File: src/design/rgbhsv_pkg.sv
// Package for the RGB to HSV converter: widths, constants and the cell payload type.
// Used by every module of the converter; depends on nothing.
package rgbhsv_pkg;

    localparam int HUE_FRAC_BITS = 6;
    localparam int SAT_BITS      = 16;
    localparam int HUE_W         = 15;
    localparam int SAT_W         = 16;
    localparam int CH_W          = 8;
    // Both quotients are computed as unsigned fractions of up to 17 bits.
    localparam int Q_W           = 17;
    // Numerator width: 255 * 3840 or 255 * 65535 fits in 24 bits.
    localparam int NUM_W         = 24;
    localparam int DEN_W         = 8;

    localparam logic [NUM_W-1:0] HUE_SCALE = NUM_W'(60 * (1 << HUE_FRAC_BITS));
    localparam logic [NUM_W-1:0] SAT_SCALE = NUM_W'((1 << SAT_BITS) - 1);
    localparam logic [HUE_W:0]   HUE_FULL  = (HUE_W+1)'(360 * (1 << HUE_FRAC_BITS));
    localparam logic [HUE_W:0]   HUE_U     = (HUE_W+1)'(1 << HUE_FRAC_BITS);

    typedef enum logic [2:0]
    {
        SEG_RED   = 3'b001,
        SEG_GREEN = 3'b010,
        SEG_BLUE  = 3'b100
    } seg_t;

    // Everything one pipeline cell carries for one pixel.
    typedef struct packed
    {
        logic             vld;
        logic [NUM_W-1:0] hue_rem;
        logic [NUM_W-1:0] sat_rem;
        logic [DEN_W-1:0] delta;
        logic [DEN_W-1:0] hi;
        logic [Q_W-1:0]   hue_q;
        logic [Q_W-1:0]   sat_q;
        logic             neg;
        logic             grey;
        seg_t             seg;
    } cell_t;

endpackage

File: src/design/rgb_to_hsv_converter_top.sv
// Top level of the RGB to HSV converter: front cell, division cells, output stage.
// Depends on rgbhsv_pkg, rgbhsv_front and rgbhsv_div_cell.
//
// The converter takes one 24-bit pixel per clock and returns hue (1/64 degree,
// 0..23039), saturation (scaled by 65535, truncated) and value (the largest
// channel byte). Each request passes a front cell that finds the largest and
// smallest channels, then a row of seventeen identical division cells that each
// settle one quotient bit of both the hue fraction and the saturation, and then
// an output register that applies the sector offset and the wrap. Throughput
// is one pixel per clock while the output is not held. The whole row advances
// together, so when the output is held by a low ready the row stalls and
// ready falls until the result is taken. Grey pixels give hue 0 and black
// pixels give saturation 0.
module rgb_to_hsv_converter_top
(
    input  logic        clk,
    input  logic        rst_n,
    input  logic        in_valid,
    output logic        in_ready,
    input  logic [23:0] pixel,
    output logic        out_valid,
    input  logic        out_ready,
    output logic [14:0] hue,
    output logic [15:0] saturation,
    output logic [7:0]  brightness
);
    import rgbhsv_pkg::*;

    cell_t          chain [Q_W+1];
    logic           en;
    logic           out_valid_reg;
    logic [HUE_W-1:0] hue_reg, hue_next;
    logic [SAT_W-1:0] sat_reg;
    logic [CH_W-1:0]  bri_reg;
    logic [HUE_W:0]   base, frac, sum;
    cell_t            last;

    // The row moves whenever the output register is empty or being emptied.
    assign en       = !out_valid_reg || out_ready;
    assign in_ready = en;

    rgbhsv_front u_front
    (
        .clk      (clk),
        .rst_n    (rst_n),
        .en       (en),
        .in_vld   (in_valid),
        .pixel    (pixel),
        .cell_out (chain[0])
    );

    // Cell k resolves quotient bit Q_W-1-k, most significant first.
    for (genvar k = 0; k < Q_W; k++)
    begin : g_cell
        rgbhsv_div_cell u_cell
        (
            .clk      (clk),
            .rst_n    (rst_n),
            .en       (en),
            .bit_pos  (5'(Q_W - 1 - k)),
            .cell_in  (chain[k]),
            .cell_out (chain[k+1])
        );
    end

    assign last = chain[Q_W];

    // Floor division of a negative difference: negate and round the magnitude up.
    always_comb
    begin
        unique case (last.seg)
            SEG_RED:   base = '0;
            SEG_GREEN: base = (HUE_W+1)'(120) * HUE_U;
            SEG_BLUE:  base = (HUE_W+1)'(240) * HUE_U;
            default:   base = '0;
        endcase
        frac = (HUE_W+1)'(last.hue_q) + (HUE_W+1)'(last.neg && last.hue_rem != '0);
        if (last.neg)
        begin
            sum = base - frac;
            if (frac > base)
            begin
                sum = sum + HUE_FULL;
            end
        end
        else
        begin
            sum = base + frac;
        end
        hue_next = last.grey ? '0 : sum[HUE_W-1:0];
    end

    always_ff @(posedge clk or negedge rst_n)
    begin
        if (!rst_n)
        begin
            out_valid_reg <= 1'b0;
        end
        else if (en)
        begin
            out_valid_reg <= last.vld;
        end
    end

    always_ff @(posedge clk)
    begin
        if (en)
        begin
            hue_reg <= hue_next;
            sat_reg <= last.sat_q[SAT_W-1:0];
            bri_reg <= last.hi;
        end
    end

    assign out_valid  = out_valid_reg;
    assign hue        = hue_reg;
    assign saturation = sat_reg;
    assign brightness = bri_reg;

endmodule

File: src/design/rgbhsv_front.sv
// Front cell: splits the pixel, finds max, min, branch and the two numerators.
// Depends on rgbhsv_pkg.
module rgbhsv_front
(
    input  logic                          clk,
    input  logic                          rst_n,
    input  logic                          en,
    input  logic                          in_vld,
    input  logic [23:0]                   pixel,
    output rgbhsv_pkg::cell_t             cell_out
);
    import rgbhsv_pkg::*;

    logic [CH_W-1:0] red, grn, blu, hi, lo, dlt;
    logic [CH_W:0]   diff;
    logic            neg;
    logic [CH_W-1:0] mag;
    seg_t            seg;
    cell_t           cell_reg, cell_next;

    always_comb
    begin
        red = pixel[23:16];
        grn = pixel[15:8];
        blu = pixel[7:0];
        hi  = (red > grn) ? red : grn;
        lo  = (red < grn) ? red : grn;
        hi  = (hi > blu) ? hi : blu;
        lo  = (lo < blu) ? lo : blu;
        dlt = hi - lo;
        if (hi == red)
        begin
            seg  = SEG_RED;
            diff = {1'b0, grn} - {1'b0, blu};
        end
        else if (hi == grn)
        begin
            seg  = SEG_GREEN;
            diff = {1'b0, blu} - {1'b0, red};
        end
        else
        begin
            seg  = SEG_BLUE;
            diff = {1'b0, red} - {1'b0, grn};
        end
        neg = diff[CH_W];
        mag = neg ? CH_W'(-diff) : diff[CH_W-1:0];

        cell_next.vld     = in_vld;
        cell_next.hue_rem = NUM_W'({16'd0, mag} * HUE_SCALE);
        cell_next.sat_rem = NUM_W'({16'd0, dlt} * SAT_SCALE);
        cell_next.delta   = dlt;
        cell_next.hi      = hi;
        cell_next.hue_q   = '0;
        cell_next.sat_q   = '0;
        cell_next.neg     = neg;
        cell_next.grey    = (dlt == '0);
        cell_next.seg     = seg;
    end

    always_ff @(posedge clk or negedge rst_n)
    begin
        if (!rst_n)
        begin
            cell_reg <= '0;
        end
        else if (en)
        begin
            cell_reg <= cell_next;
        end
    end

    assign cell_out = cell_reg;

endmodule

File: src/design/rgbhsv_div_cell.sv
// One restoring-division cell: resolves one quotient bit of hue and saturation.
// Depends on rgbhsv_pkg.
module rgbhsv_div_cell
(
    input  logic                          clk,
    input  logic                          rst_n,
    input  logic                          en,
    input  logic [4:0]                    bit_pos,
    input  rgbhsv_pkg::cell_t             cell_in,
    output rgbhsv_pkg::cell_t             cell_out
);
    import rgbhsv_pkg::*;

    logic [NUM_W+Q_W-1:0] hue_trial, sat_trial;
    cell_t                cell_reg, cell_next;

    always_comb
    begin
        cell_next = cell_in;
        hue_trial = (NUM_W+Q_W)'(cell_in.delta) << bit_pos;
        sat_trial = (NUM_W+Q_W)'(cell_in.hi) << bit_pos;
        if (cell_in.delta != '0 && (NUM_W+Q_W)'(cell_in.hue_rem) >= hue_trial)
        begin
            cell_next.hue_rem = NUM_W'((NUM_W+Q_W)'(cell_in.hue_rem) - hue_trial);
            cell_next.hue_q   = cell_in.hue_q | (Q_W'(1) << bit_pos);
        end
        if (cell_in.hi != '0 && (NUM_W+Q_W)'(cell_in.sat_rem) >= sat_trial)
        begin
            cell_next.sat_rem = NUM_W'((NUM_W+Q_W)'(cell_in.sat_rem) - sat_trial);
            cell_next.sat_q   = cell_in.sat_q | (Q_W'(1) << bit_pos);
        end
    end

    always_ff @(posedge clk or negedge rst_n)
    begin
        if (!rst_n)
        begin
            cell_reg <= '0;
        end
        else if (en)
        begin
            cell_reg <= cell_next;
        end
    end

    assign cell_out = cell_reg;

endmodule

File: config.mk
export PLATFORM = sky130hd
export DESIGN_NAME = rgb_to_hsv_converter_top
export DESIGN_NICKNAME = d
export VERILOG_FILES = /design/src/design/rgbhsv_pkg.sv /design/src/design/rgb_to_hsv_converter_top.sv /design/src/design/rgbhsv_front.sv /design/src/design/rgbhsv_div_cell.sv
export SDC_FILE = /design/constraint.sdc
export NUM_CORES = 2
export LEC_CHECK = 0
export ABC_AREA = 1
export BUFFER_PORTS_ARGS = -buffer_cell sky130_fd_sc_hd__buf_2
export CORE_MARGIN = 2
export CORE_UTILIZATION = 35
export DETAILED_ROUTE_END_ITERATION = 16
export PLACE_DENSITY = 0.48
export SYNTH_ARGS = -nofsm -noshare
export SYNTH_HDL_FRONTEND = slang
export SYNTH_SLANG_ARGS = --single-unit
File: constraint.sdc
create_clock -name clk -period 5.6 [get_ports clk]
set_input_delay 0.84 -clock clk [delete_from_list [all_inputs] [get_ports clk]]
set_output_delay 0.84 -clock clk [all_outputs]
set_load 0.02 [all_outputs]
==> impl_metrics.csv <==
group,metric,value,unit
outcome,status,"complete, but fails checks",
outcome,violations,"negative setup slack",
floorplan,dieWidth,473.3,microns
setup_path,crit_fanout,7,
logic_synthesis,syn_avg_cell_area,8.046,sq um
setup_path,ff2ff_setup_slack,0.90,ns
final_layout,fin_nets,10373,
clock_network,cts_tree,"yes",
global_routing,grt_max_degree,217,
final_layout,syn_to_final_growth,16.55,%
setup_path,crit_top_cell,"nand2_2",
drt,drt_iter0_markers,3576,
placement,placed_cell_area,82890,sq um
drt,wl,211.2,mm
final_layout,stdcell_area,89840,sq um
logic_synthesis,synth.top_cell.area_share,0.4454,
clock_network,h-tree-depth,4,
clock_network,clock_latency,0.81,ns
drt,ant_nets,0,
setup_path,max_stage_delay,0.62,ns
logic_synthesis,ys_seq_area_frac,0.4606,
placement,gp_congestion,0.8590,
sta,setup_viol_count_final,29,
placement,portBuffers,68,
floorplan,die_h,473.3,microns
final_layout,layout_commonest_cell,"nand2_1",
drt,first_pass_iters,5,
global_routing,track_usage,0.1891,
clock_network,cts.clk_slew.worst_paths,0.05,ns
floorplan,rows,172,
sta,rsz0062_at_grt,"true",
logic_synthesis,syn_area,77090,sq um
clock_network,hold_buffers,0,
floorplan,dieArea,224000,sq um
logic_synthesis,synth_edf_count,39,
logic_synthesis,synth_cells,9580,
logic_synthesis,synth-seq-cells,1411,
sta,report.final.slew_viol_count,0,
global_routing,antenna_found_initial,2,
sta,whs,0.03021,ns
clock_network,root_buffer,"clkbuf_16",
final_layout,layout_common_cells,"2628 x nand2_1, 1372 x dfrtp_1, 1156 x o21ai_0",
placement,hpwl,152.7,mm
sta,min_period_over_period,1.405,
sta,fin_tns_setup,-39.90,ns
logic_synthesis,synth-main-ff-cell,"dfrtp_1",
sta,min_period,7.870,ns
logic_synthesis,synth_warnings,0,
drt,drc_errors,0,
sta,timing.slew.headroom,0.3187,
sta,fin_skew,0.05467,ns
sta,setup_slack,-2.270,ns
setup_path,crit_type,"input port to register",
sta,max_freq,0.1271,GHz
setup_path,crit_slowest_cell,"fa_2",
final_layout,largest_reg_flops,1314,
clock_network,clockBufferDepth,3,
sta,hold_viol,0,
global_routing,grt-ovfl-total,0,
setup_path,worstSetupEndpointType,"register",
logic_synthesis,synth_area_leader_cell,"dfrtp_1",
hold_path,hp-class,"input port to asynchronous set/reset pin",
setup_path,cp.arrival,8.59,ns
floorplan,core,219300,sq um
clock_network,clock-sinks,1411,
logic_synthesis,yosysUniqueCellTypes,69,
setup_path,worstSetupStartpointType,"input port",
logic_synthesis,ys_async_sr_fraction,0.9724,
floorplan,floorplan.initialDensity,0.3515,
setup_path,cp_data_required_time,6.32,ns
global_routing,grt_pass1_wl,346.6,mm
clock_network,numCtsBuffers,167,
drt,vias_per_cell,4.870,
logic_synthesis,synth_fp_nets,10079,
final_layout,layout-drive-gt1-share,0.09841,
sta,tightest_slew,1.022,ns
logic_synthesis,synth_area_leaders,"dfrtp_1 45%, nand2_1 13%, o21ai_0 7.7%",
drt,routedWlPerCell,16.41,microns
floorplan,io_pins,69,
job,max-cap-violations,0,
drt,vias,62676,
global_routing,grt_pass1_vias,62745,
[worst max-delay path: cells and delay by family]
family | cells | cell delay [ns]
adder cells (fa/ha/maj) | 8 | 2.83
AND/OR/NAND/NOR | 25 | 2.08
AO/OA/AOI/OAI | 12 | 1.73
buffers and inverters | 12 | 1.12
[layer usage]
metal / wire length (microns) / vias to the layer above / GRT usage
met5: 0 / - / 0
met4: 5376 / 0 / 0.05012
met3: 5390 / 267 / 0.02294
met2: 100500 / 734 / 0.3179
met1: 99970 / 29696 / 0.2568
li1: - / 31979 / -
[final timing paths]
path                                            endpoint                       startpoint  cells past startpoint
hold reg to reg             g_cell[7].u_cell.cell_out[4]     g_cell[6].u_cell.cell_out[4]                      2
min in group clk                   u_front.cell_out[103]                         in_valid                      3
hold / removal             g_cell[16].u_cell.cell_out[3]                            rst_n                      1
max in group asynchronous           u_front.cell_out[56]                            rst_n                      2
setup / recovery                    u_front.cell_out[77]                        pixel[11]                     57
setup reg to reg                                 hue[14]  g_cell[16].u_cell.cell_out[100]                     27
[per-stage QoR]
stage               utilization  setup slack, ns  instances
floorplan                     -           -2.771       9580
global placement         0.3780           -3.503      12503
detailed placement       0.3780           -3.470      12503
CTS                      0.4081           -1.999      12852
global route             0.4097           -2.669      12871
finish                   0.4097           -2.270      12871
[synthesized netlist by cell type (50+ instances only)]
master    number
nor4_1       124
nand4_1       91
nor2_1       540
xor2_1       203
clkbuf_1     311
dfrtp_1     1372
o211ai_1      80
a31oi_1       50
nand3_1      260
ha_1         394
a21oi_1      470
o21ai_0     1193
nor3_1       111
inv_1       1143
xnor2_1       78
nand2_1     2668
fa_1          77
[cells by family (layout without fill, tap and decap cells)]
family | Yosys count | count (layout) | share of synthesized area
AOI/OAI and AO/OA | 2011 | 2011 | 0.1418
xor gates and xnor gates | 283 | 283 | 0.03235
DFF | 1411 | 1411 | 0.4606
adders and majority gates | 471 | 471 | 0.08395
other | 0 | 1 | 0
buffers and inverters | 1502 | 1919 | 0.07343
and+or+nand+nor | 3901 | 3903 | 0.2077
muxes | 1 | 1 | 0.0001461
[final cells by class]
| type | count | area, sq um |
|---|---|---|
| Fill cell | 22262 | 129500 |
| Multi-Input combinational cell | 6669 | 37090 |
| Sequential cell | 1411 | 35500 |
| Clock buffer | 241 | 4810 |
| Inverter | 1163 | 4398 |
| Timing Repair Buffer | 462 | 3754 |
| Tap cell | 2871 | 3592 |
| Clock inverter | 53 | 688.2 |
| Antenna cell | 1 | 2.502 |
[repair_timing]
| item | CTS | global route |
|---|---|---|
| gates resized for setup | 160 | 55 |
| setup endpoints to repair | 30 | 30 |
| hold endpoints to repair | 0 | 0 |
| pin swaps | 85 | 44 |
| buffers inserted | 55 | 18 |
| cloned | 2 | 0 |
Power is not shown: default switching activity piles up to over one toggle a cycle in this logic, so the estimate is an artifact.
